### src/rtl/mavg_pkg.sv
// ----------------------------------------------------------------------------
// mavg_pkg
// Shared word types, register map and controller interface of the
// moving average filter.
// ----------------------------------------------------------------------------
package mavg_pkg;

  localparam int SAMPLE_W   = 16;
  localparam int WIN_REG_W  = 7;
  localparam int APB_ADDR_W = 3;
  localparam int APB_DATA_W = 32;

  localparam logic [WIN_REG_W-1:0] WIN_RESET  = 7'd11;
  localparam logic [0:0]           REG_WINDOW = 1'b0;

  typedef struct packed {
    logic signed [SAMPLE_W-1:0] sample;
    logic                       last_of_signal;
  } in_word_t;

  typedef struct packed {
    logic signed [SAMPLE_W-1:0] average;
    logic                       last_out;
  } out_word_t;

  typedef struct packed {
    logic latch;
    logic update;
    logic div_step;
    logic load_out;
  } ctrl_cmd_t;

  typedef struct packed {
    logic produce;
    logic div_done;
    logic out_free;
  } dp_status_t;

endpackage

### src/rtl/mavg_regs.sv
// ----------------------------------------------------------------------------
// mavg_regs
// APB register slice: window length register and effective window.
// ----------------------------------------------------------------------------
module mavg_regs #(
  parameter int MAX_WINDOW = 64,
  parameter int WIN_W      = $clog2(MAX_WINDOW + 1)
) (
  input  logic                              clk_i,
  input  logic                              rst_ni,
  input  logic                              psel,
  input  logic                              penable,
  input  logic                              pwrite,
  input  logic [mavg_pkg::APB_ADDR_W-1:0]   paddr,
  input  logic [mavg_pkg::APB_DATA_W-1:0]   pwdata,
  output logic [mavg_pkg::APB_DATA_W-1:0]   prdata,
  output logic                              pready,
  output logic [WIN_W-1:0]                  win_o,
  output logic                              restart_o
);
  import mavg_pkg::*;

  logic [WIN_REG_W-1:0] win_q, win_d;
  logic                 hit;
  logic [31:0]          win_ext;

  assign pready = 1'b1;
  assign hit    = psel && penable && pwrite && (paddr[2:2] == REG_WINDOW);
  assign win_d  = hit ? pwdata[WIN_REG_W-1:0] : win_q;

  always_ff @(posedge clk_i or negedge rst_ni) begin
    if (!rst_ni) begin
      win_q <= WIN_RESET;
    end else begin
      win_q <= win_d;
    end
  end

  assign restart_o = hit;
  assign prdata    = (paddr[2:2] == REG_WINDOW) ?
                     APB_DATA_W'(win_q) : '0;

  assign win_ext = 32'(win_q);

  always_comb begin
    if (win_ext == 32'd0) begin
      win_o = WIN_W'(1);
    end else if (win_ext > 32'(MAX_WINDOW)) begin
      win_o = WIN_W'(MAX_WINDOW);
    end else begin
      win_o = WIN_W'(win_ext);
    end
  end

endmodule

### src/rtl/mavg_ctrl.sv
// ----------------------------------------------------------------------------
// mavg_ctrl
// Sequencer: take a word, update the window and, when the window yields an
// average, run the divider and hand the average off to the output register.
// ----------------------------------------------------------------------------
module mavg_ctrl (
  input  logic                   clk_i,
  input  logic                   rst_ni,
  input  logic                   in_valid_i,
  output logic                   in_ready_o,
  input  mavg_pkg::dp_status_t   status_i,
  output mavg_pkg::ctrl_cmd_t    cmd_o
);
  import mavg_pkg::*;

  localparam logic [1:0] S_IDLE = 2'd0;
  localparam logic [1:0] S_UPD  = 2'd1;
  localparam logic [1:0] S_DIV  = 2'd2;
  localparam logic [1:0] S_DONE = 2'd3;

  logic [1:0] state_q, state_d;

  always_ff @(posedge clk_i or negedge rst_ni) begin
    if (!rst_ni) begin
      state_q <= S_IDLE;
    end else begin
      state_q <= state_d;
    end
  end

  assign in_ready_o = (state_q == S_IDLE);

  always_comb begin
    state_d = state_q;
    cmd_o   = '0;
    case (state_q)
      S_IDLE: begin
        if (in_valid_i) begin
          cmd_o.latch = 1'b1;
          state_d     = S_UPD;
        end
      end
      S_UPD: begin
        cmd_o.update = 1'b1;
        state_d      = status_i.produce ? S_DIV : S_IDLE;
      end
      S_DIV: begin
        cmd_o.div_step = 1'b1;
        if (status_i.div_done) begin
          state_d = S_DONE;
        end
      end
      S_DONE: begin
        if (status_i.out_free) begin
          cmd_o.load_out = 1'b1;
          state_d        = S_IDLE;
        end
      end
      default: begin
        state_d = S_IDLE;
      end
    endcase
  end

endmodule

### src/rtl/mavg_dp.sv
// ----------------------------------------------------------------------------
// mavg_dp
// Datapath: delay line memory, running sum, fill count, serial divider
// and output register.
// ----------------------------------------------------------------------------
module mavg_dp #(
  parameter int MAX_WINDOW = 64,
  parameter int WIN_W      = $clog2(MAX_WINDOW + 1)
) (
  input  logic                  clk_i,
  input  logic                  rst_ni,
  input  mavg_pkg::ctrl_cmd_t   cmd_i,
  output mavg_pkg::dp_status_t  status_o,
  input  mavg_pkg::in_word_t    in_word_i,
  input  logic [WIN_W-1:0]      win_i,
  input  logic                  restart_i,
  input  logic                  out_ready_i,
  output logic                  out_valid_o,
  output mavg_pkg::out_word_t   out_word_o
);
  import mavg_pkg::*;

  localparam int PTR_W = (MAX_WINDOW > 1) ? $clog2(MAX_WINDOW) : 1;
  localparam int SUM_W = SAMPLE_W + PTR_W;
  localparam int CNT_W = $clog2(SUM_W);

  logic signed [SAMPLE_W-1:0] mem [MAX_WINDOW];
  logic signed [SAMPLE_W-1:0] rd_q;
  logic signed [SAMPLE_W-1:0] sample_q;
  logic                       last_q;

  logic signed [SUM_W-1:0]    sum_q, sum_d;
  logic [WIN_W-1:0]           fill_q, fill_d;
  logic [PTR_W-1:0]           wp_q, wp_d, old_addr;
  logic                       full;
  logic [WIN_W:0]             fill_inc;

  logic [WIN_W-1:0]           rem_q, rem_d;
  logic [SUM_W-1:0]           quo_q, quo_d;
  logic                       neg_q;
  logic [CNT_W-1:0]           cnt_q, cnt_d;
  logic [WIN_W:0]             trial, diff;
  logic                       div_start;
  logic [SUM_W-1:0]           mag;
  logic [SUM_W-1:0]           quo_signed;

  logic                       out_valid_q, out_valid_d;
  out_word_t                  out_word_q;

  assign full     = (fill_q >= win_i);
  assign fill_inc = (WIN_W + 1)'(fill_q) + (WIN_W + 1)'(1);
  assign status_o.produce  = full || (fill_inc == (WIN_W + 1)'(win_i));
  assign status_o.div_done = cmd_i.div_step && (cnt_q == CNT_W'(SUM_W - 1));
  assign status_o.out_free = !out_valid_q || out_ready_i;

  always_comb begin
    if (32'(wp_q) >= 32'(win_i)) begin
      old_addr = PTR_W'(32'(wp_q) - 32'(win_i));
    end else begin
      old_addr = PTR_W'(32'(wp_q) + 32'(MAX_WINDOW) - 32'(win_i));
    end
  end

  always_ff @(posedge clk_i) begin
    if (cmd_i.latch) begin
      rd_q     <= mem[old_addr];
      sample_q <= in_word_i.sample;
      last_q   <= in_word_i.last_of_signal;
    end
    if (cmd_i.update) begin
      mem[wp_q] <= sample_q;
    end
  end

  always_comb begin
    sum_d  = sum_q - (full ? SUM_W'(rd_q) : '0) + SUM_W'(sample_q);
    fill_d = full ? win_i : fill_inc[WIN_W-1:0];
    wp_d   = (32'(wp_q) == MAX_WINDOW - 1) ? '0 : wp_q + PTR_W'(1);
  end

  always_ff @(posedge clk_i or negedge rst_ni) begin
    if (!rst_ni) begin
      sum_q  <= '0;
      fill_q <= '0;
      wp_q   <= '0;
    end else if (restart_i || (cmd_i.update && last_q)) begin
      sum_q  <= '0;
      fill_q <= '0;
      wp_q   <= '0;
    end else if (cmd_i.update) begin
      sum_q  <= sum_d;
      fill_q <= fill_d;
      wp_q   <= wp_d;
    end
  end

  // restoring divide of the sum magnitude, one quotient bit per cycle
  assign div_start = cmd_i.update && status_o.produce;
  assign mag       = sum_d[SUM_W-1] ? SUM_W'(-sum_d) : SUM_W'(sum_d);
  assign trial     = {rem_q, quo_q[SUM_W-1]};
  assign diff      = trial - {1'b0, win_i};

  always_comb begin
    rem_d = rem_q;
    quo_d = quo_q;
    cnt_d = cnt_q;
    if (div_start) begin
      rem_d = '0;
      quo_d = mag;
      cnt_d = '0;
    end else if (cmd_i.div_step) begin
      rem_d = diff[WIN_W] ? trial[WIN_W-1:0] : diff[WIN_W-1:0];
      quo_d = {quo_q[SUM_W-2:0], !diff[WIN_W]};
      cnt_d = cnt_q + CNT_W'(1);
    end
  end

  always_ff @(posedge clk_i or negedge rst_ni) begin
    if (!rst_ni) begin
      cnt_q <= '0;
    end else begin
      cnt_q <= cnt_d;
    end
  end

  always_ff @(posedge clk_i) begin
    rem_q <= rem_d;
    quo_q <= quo_d;
    if (div_start) begin
      neg_q <= sum_d[SUM_W-1];
    end
  end

  assign quo_signed = neg_q ? -quo_q : quo_q;

  always_comb begin
    out_valid_d = out_valid_q;
    if (out_ready_i) begin
      out_valid_d = 1'b0;
    end
    if (cmd_i.load_out) begin
      out_valid_d = 1'b1;
    end
  end

  always_ff @(posedge clk_i or negedge rst_ni) begin
    if (!rst_ni) begin
      out_valid_q <= 1'b0;
    end else begin
      out_valid_q <= out_valid_d;
    end
  end

  always_ff @(posedge clk_i) begin
    if (cmd_i.load_out) begin
      out_word_q.average  <= quo_signed[SAMPLE_W-1:0];
      out_word_q.last_out <= last_q;
    end
  end

  assign out_valid_o = out_valid_q;
  assign out_word_o  = out_word_q;

endmodule

### src/rtl/moving_average_filter.sv
// ----------------------------------------------------------------------------
// moving_average_filter
// Boxcar moving average over signed Q1.15 samples with an APB window
// length register.
// ----------------------------------------------------------------------------
//  channel   direction  handshake            payload
//  in        input      in_valid/in_ready    in_word_t  (sample, last flag)
//  out       output     out_valid/out_ready  out_word_t (average, last flag)
//  cfg       input      APB write/read       window length at byte address 0
//
//  A word that yields an average passes latch, update, the divider and the
//  output load, the divider giving one quotient bit per cycle; a word that
//  yields none passes latch and update only. Reset clears sum, fill count and
//  write pointer; the delay line needs no clearing. A stalled output holds in
//  the output register while the next word is taken and processed.
// ----------------------------------------------------------------------------
module moving_average_filter #(
  parameter int MAX_WINDOW = 64
) (
  input  logic                            clk_i,
  input  logic                            rst_ni,
  input  logic                            in_valid_i,
  output logic                            in_ready_o,
  input  mavg_pkg::in_word_t              in_word_i,
  output logic                            out_valid_o,
  input  logic                            out_ready_i,
  output mavg_pkg::out_word_t             out_word_o,
  input  logic                            psel,
  input  logic                            penable,
  input  logic                            pwrite,
  input  logic [mavg_pkg::APB_ADDR_W-1:0] paddr,
  input  logic [mavg_pkg::APB_DATA_W-1:0] pwdata,
  output logic [mavg_pkg::APB_DATA_W-1:0] prdata,
  output logic                            pready
);
  import mavg_pkg::*;

  localparam int WIN_W = $clog2(MAX_WINDOW + 1);

  logic [WIN_W-1:0] win;
  logic             restart;
  ctrl_cmd_t        cmd;
  dp_status_t       status;

  mavg_regs #(
    .MAX_WINDOW (MAX_WINDOW),
    .WIN_W      (WIN_W)
  ) u_regs (
    .clk_i     (clk_i),
    .rst_ni    (rst_ni),
    .psel      (psel),
    .penable   (penable),
    .pwrite    (pwrite),
    .paddr     (paddr),
    .pwdata    (pwdata),
    .prdata    (prdata),
    .pready    (pready),
    .win_o     (win),
    .restart_o (restart)
  );

  mavg_ctrl u_ctrl (
    .clk_i      (clk_i),
    .rst_ni     (rst_ni),
    .in_valid_i (in_valid_i),
    .in_ready_o (in_ready_o),
    .status_i   (status),
    .cmd_o      (cmd)
  );

  mavg_dp #(
    .MAX_WINDOW (MAX_WINDOW),
    .WIN_W      (WIN_W)
  ) u_dp (
    .clk_i       (clk_i),
    .rst_ni      (rst_ni),
    .cmd_i       (cmd),
    .status_o    (status),
    .in_word_i   (in_word_i),
    .win_i       (win),
    .restart_i   (restart),
    .out_ready_i (out_ready_i),
    .out_valid_o (out_valid_o),
    .out_word_o  (out_word_o)
  );

endmodule

### config.mk
export PLATFORM = sky130hd
export DESIGN_NAME = moving_average_filter
export DESIGN_NICKNAME = d
export VERILOG_FILES = /design/src/rtl/mavg_pkg.sv /design/src/rtl/mavg_regs.sv /design/src/rtl/mavg_ctrl.sv /design/src/rtl/mavg_dp.sv /design/src/rtl/moving_average_filter.sv
export SDC_FILE = /design/constraint.sdc
export NUM_CORES = 1
export LEC_CHECK = 0
export ABC_AREA = 1
export BUFFER_PORTS_ARGS = -buffer_cell sky130_fd_sc_hd__buf_2
export CAP_MARGIN = 20
export CORE_MARGIN = 2
export CORE_UTILIZATION = 49
export DETAILED_ROUTE_END_ITERATION = 8
export SYNTH_ARGS = -nofsm -noshare
export SYNTH_HDL_FRONTEND = slang
export SYNTH_SLANG_ARGS = --single-unit
### constraint.sdc
create_clock -name clk_i -period 7.1 [get_ports clk_i]
set_input_delay 1.42 -clock clk_i [delete_from_list [all_inputs] [get_ports clk_i]]
set_output_delay 1.42 -clock clk_i [all_outputs]
set_load 0.05 [all_outputs]
==> metrics.txt, run 1 <==
sequential share of the synthesized area=69.5%; GRT Total Usage=25.5%; Avg Vias per Cell=5.89; CTS clock-pin slew for the worst setup and hold paths=70 ps; fmax=0.182 GHz; DP Worst Slack=1560 ps; Placed Cells=5343; initial drt markers=3860; Finished Layout Cells=5564; number of enable flip-flop cells after synthesis=1097; CP Launch Type=flip-flop; status=finished clean; # fillers=8290; Critical Path Sink=u_dp.quo_q[13]; worst-path maximum fanout=25; Tcrit/Tclk final=77.5%; Top Ports=111; # diodes=0; number of port buffers=57; vias in the first global route=30800; Multi-input gate area=13100 um^2; CP startpoint=u_regs.win_q[6]; Bufs on Longest Clock Path=3; RSZ-0062 raised after global routing=no; Site Rows=116; skew final=39.0 ps; share of flip-flops with an asynchronous set or reset=4.33%; proportion of layout cells with a drive suffix above 1=9.85%; post-cts sizing count=0; Synth Instances=4109; Synth cell types=52; first-pass GRT wire length=197000 um; via count=32800; die span in y=322 um; Register Area=34300 um^2; core area=100000 um^2; clk sink count=1154; post-synthesis mux area share=0.122%; Layout area overhead=11.7%; WHS=506 ps; worst skew pair latency=730 ps; Rel. slew slack=35.4%; Primary FF master, synth=edfxtp_1; Worst EP arrival=5950 ps; Final nets=4294; initial antenna violation count=1; hold path depth=0; DRC viols=0; #FFs+latches synth=1154; gr ovfl total=0; yosys warns=0; worst min path class=reg2reg; Die Wd=322 um; Die Area=103000 um^2; Post-Route WL=133000 um; Starting Density=49.4%; CTS tree=built; CTS buffer count=115; final setup vio count=0; first-pass iteration count of the detailed router=6; syn avg cell area=12.0 um^2; ANT nets after route=0; largest net degree at the start of global routing=188; Req. time, crit path=7540 ps; hold_buf cts=0; Synth Area in Compound Gates=12.1%; r2r endpoint=u_dp.quo_q[13]; pins over their slew limit=0; Slew @ Worst Pin=969 ps; Final Hold Viols=0; MaxCap Viol Count=0; reg2reg path depth=24; placer congestion estimate=0.884; Critical R2R Launch=u_regs.win_q[6]; kind of end point of the critical path=flip-flop; reg-to-reg slack, setup=1600 ps; adder-cell share of the synthesized area=2.12%; minimum clock period=5500 ps; htree depth=3; Post-CTS Setup Repair Bufs=0; Post-Syn Area=49400 um^2; Post-Synth XOR/XNOR Area=0.861%; simple-gate area share of the yosys netlist=10.7%; worst setup path class=reg2reg; CTS Root Cell=clkbuf_16; largest family of logic cells by synthesized area=compound AO/OA/AOI/OAI gates; final worst slack=1600 ps; setup tns final=0 ps; WL/cell=23.9 um; dpl hpwl=75800 um
## layout by cell type (no fill, tap or decap), types with 3 or more instances in the layout
cell type	Yosys	layout
o21ai_1	29	29
inv_2	5	5
buf_4	31	113
a31oi_1	42	42
bufinv_16	0	13
xor2_1	41	37
o221ai_1	196	196
nor2_1	672	663
conb_1	2	26
clkinv_1	2	34
mux2i_1	6	6
edfxtp_1	1097	1097
clkbuf_1	165	15
clkbuf_16	0	116
dfrtp_1	47	47
inv_16	0	3
buf_2	62	57
dfxtp_1	7	7
o22ai_1	85	85
nand3_2	6	6
a22oi_1	14	14
clkinvlp_4	0	4
dfstp_2	3	3
nand3b_1	3	3
fa_1	23	22
nor2_2	5	13
xnor2_1	5	5
nand2_1	381	381
nor3_1	16	14
ha_1	47	46
nand4_1	17	17
nand3_1	171	171
a21oi_1	70	70
nor4_2	0	3
inv_1	253	250
xor2_4	0	3
clkinv_2	1	29
o21ai_0	552	552
buf_12	0	9
nand2_2	17	17
## cells by family (layout without fill, tap and decap cells)
logic type / Yosys count / in the layout
muxes: 6 / 6
buffers and inverters: 528 / 661
xor gates and xnor gates: 47 / 47
other: 2 / 26
adders and majority gates: 70 / 70
DFF: 1154 / 1154
AOI/OAI and AO/OA: 1003 / 1003
and+or+nand+nor: 1299 / 1299
## per-layer routing
layer	global-route usage [%]	up-vias	wire length (um)
li1	-	15000	-
met1	36.8	16300	57100
met2	40.2	1292	61800
met3	3.44	183	10100
met4	8.60	2	3950
met5	0	-	13
## cells in the mapped netlist, types with 6 or more instances
library cell	count	area [um^2]
o21ai_0	552	2760
nand3_1	171	856
nand2_1	381	1430
a22oi_1	14	105
nor2_1	672	2520
fa_1	23	460
inv_1	253	950
nor3_1	16	80.1
a31oi_1	42	263
nand2_2	17	106
o221ai_1	196	1720
nand3_2	6	60.1
clkbuf_1	165	619
mux2i_1	6	60.1
xor2_1	41	359
nand4_1	17	106
a21oi_1	70	350
buf_4	31	233
dfxtp_1	7	140
buf_2	62	310
o21ai_1	29	145
o22ai_1	85	532
ha_1	47	588
edfxtp_1	1097	32900
dfrtp_1	47	1180
## worst min-delay path by stage
stage                         startpoint                 end  slack, ps
after global placement    u_dp.quo_q[16]      u_dp.quo_q[17]        510
after floorplan              u_dp.last_q  u_dp.out_word_o[0]        430
after CTS                 u_dp.quo_q[16]      u_dp.quo_q[17]        520
after global routing       u_dp.quo_q[0]  u_dp.out_word_o[1]        530
final                      u_dp.quo_q[0]  u_dp.out_word_o[1]        510
after detailed placement  u_dp.quo_q[17]      u_dp.quo_q[18]        510
## cell type report
cell class | instances | share of cell area [%]
flip-flops and latches | 1154 | 62.2
well taps | 1298 | 2.94
multi-input cells | 2451 | 23.7
clock buffers | 133 | 5.41
repair buffers | 182 | 2.45
clock inverters | 85 | 1.47
inverters | 261 | 1.83
## registers in the layout (all words and copies together) (netlist names), named ones only
signal / cells
u_dp.quo_q: 22
u_dp.mem: 1024
u_ctrl.state_q: 1
u_dp.out_word_o: 17
u_dp.sum_q: 22
u_dp.cnt_q: 5
u_dp.neg_q: 1
u_dp.out_valid_o: 1
u_dp.wp_q: 6
u_dp.rem_q: 7
u_dp.last_q: 1
u_regs.win_q: 7
u_dp.fill_q: 7
u_dp.rd_q: 16
u_dp.sample_q: 16
## through the flow
stage | utilization (%) | instance area (um^2)
2_1_floorplan | - | 49500
3_3_place_gp | 51.3 | 51300
3_5_place_dp | 51.3 | 51300
4_1_cts | 55.1 | 55100
5_1_grt | 55.2 | 55200
6_report | 55.2 | 55200
## worst max-delay path: stages, from the launching register on
cell and delay, ps:
dfrtp_1 470, nor2_1 460, inv_1 200, ha_1 330, nand2_1 80, a21oi_1 40
nor2_1 120, nand3_2 480, nand2_1 250, inv_1 180, fa_1 540, inv_1 50
ha_1 390, nand2_1 120, inv_1 80, nand2_1 90, nor2_1 160, nand3_1 100
nand3_2 130, inv_2 50, nand3_2 50, nand2_2 250, nand2_1 250, xor2_1 230
o21ai_0 100
Power of run 1 is left out: the tool's default activity adds up to more than one toggle a clock period on the data nets, which glitch-free logic cannot reach.
==> run 2: changes to the inputs <==
==> constraint.sdc (replaced) <==
create_clock -name clk_i -period 5.5 [get_ports clk_i]
set_input_delay 1.1 -clock clk_i [delete_from_list [all_inputs] [get_ports clk_i]]
set_output_delay 1.1 -clock clk_i [all_outputs]
set_load 0.05 [all_outputs]
==> metrics.txt, run 2 (same netlist as run 1, synthesis figures left out) <==
skew final=26.0 ps; WHS=497 ps; max layer used=met5; GRT Total Usage=25.4%; CTS buffer count=115; Post-Route WL=132000 um; pins over their slew limit=0; Avg Vias per Cell=5.82; max reg flops=1024; MaxCap Viol Count=0; Final Hold Viols=0; status=finished clean; Bufs on Longest Clock Path=3; CP most frequent cell=nand2_1; worst skew pair latency=710 ps; commonest non-fill, non-tap cell in the layout=edfxtp_1; Top Ports=111; Req. time, crit path=5950 ps; placer congestion estimate=0.869; Top reg by flops=u_dp.mem; Worst EP arrival=5340 ps; worst min path class=reg2reg; Regs by FF count=u_dp.mem: 1024 flops, u_dp.quo_q: 22 flops, u_dp.sum_q: 22 flops; minimum clock period=4890 ps; Rel. slew slack=33.2%; Layout area overhead=12.3%; setup tns final=0 ps; dpl hpwl=77300 um; first-pass GRT wire length=195000 um; reg2reg path depth=30; CTS tree=built; post-cts sizing count=0; die span in y=322 um; htree depth=3; number of port buffers=57; fmax=0.204 GHz; DRC viols=0; ANT nets after route=0; Placement Cell Area=51800 um^2; design area=55500 um^2; hold_buf cts=0; first-pass iteration count of the detailed router=5; core area=100000 um^2; Starting Density=49.4%; Final Util=55.5%; via count=32600; kind of end point of the critical path=flip-flop; largest net degree at the start of global routing=165; vias in the first global route=30800; WL met3=9410 um; initial drt markers=3517; CTS Root Cell=clkbuf_16; Met1 Wirelength=55200 um; highest-count cells in the layout ignoring fill and taps=1097 x edfxtp_1, 663 x nor2_1, 552 x o21ai_0, 381 x nand2_1, 251 x inv_1; hold path depth=0; worst setup path class=reg2reg; initial antenna violation count=3; Post-CTS Setup Repair Bufs=0; Tcrit/Tclk final=88.9%; CTS clock-pin slew for the worst setup and hold paths=60 ps; # diodes=0; slowest stage delay, CP=500 ps; RSZ-0062 raised after global routing=no; CP max-delay cell=fa_1; clk sink count=1154; Site Rows=116; Die Area=103000 um^2; Die Wd=322 um; final setup vio count=0; proportion of layout cells with a drive suffix above 1=10.5%; gr ovfl total=0; worst-path maximum fanout=15; routed wl met2=63700 um; Final nets=4340; Slew @ Worst Pin=998 ps; CP Launch Type=flip-flop; WL/cell=23.5 um
-- run 2: changes by cell type in the layout (fill, tap and decap cells not counted), moves of 2 or more --
| cell | before | now |
|---|---|---|
| buf_6 | 2 | 0 |
| clkinv_8 | 2 | 0 |
| clkinv_2 | 29 | 18 |
| buf_12 | 9 | 17 |
| clkbuf_8 | 2 | 0 |
| inv_6 | 1 | 6 |
| bufinv_16 | 13 | 10 |
| buf_4 | 113 | 154 |
| clkbuf_1 | 15 | 24 |
-- run 2: layer usage --
| metal | GRT usage [%] | vias to the layer above |
|---|---|---|
| met5 | 0 | - |
| met4 | 7.67 | 4 |
| met3 | 3.61 | 165 |
| met2 | 41.9 | 1149 |
| met1 | 35.0 | 16200 |
| li1 | - | 15100 |
-- run 2: worst paths after layout --
kind                                  from                  to  slack [ps]
max                        u_regs.win_q[6]      u_dp.quo_q[16]         610
min                            u_dp.last_q  u_dp.out_word_o[0]         500
max reg2reg                u_regs.win_q[6]      u_dp.quo_q[16]         610
min reg2reg                    u_dp.last_q  u_dp.out_word_o[0]         500
max in group asynchronous           rst_ni       u_dp.sum_q[2]        4390
min in group asynchronous           rst_ni     u_regs.win_q[6]         540
-- run 2: per-stage QoR --
| stage | worst slack [ps] | instances |
|---|---|---|
| after global placement | 685 | 5392 |
| after global routing | 293 | 5605 |
| after CTS | 640 | 5605 |
| after detailed placement | 656 | 5392 |
| after floorplan | 1380 | 4133 |
| final | 610 | 5605 |
-- run 2: critical path, delay by kind of cell, from the launching register on --
kind,cells,cell delay (ps)
and+or+nand+nor,18,1970
adders and majority gates,4,1350
DFF,1,490
AOI/OAI and AO/OA,2,110
buffers and inverters,6,690
-- run 2: cell type report --
class                   instances  area (um^2)
clock inverters                72          624
clock buffers                 141         3020
well taps                    1298         1620
inverters                     261         1010
repair buffers                228         1780
flip-flops and latches       1154        34300
multi-input cells            2451        13100
fillers                      8299        44500
Power of run 2 is left out for the same reason.
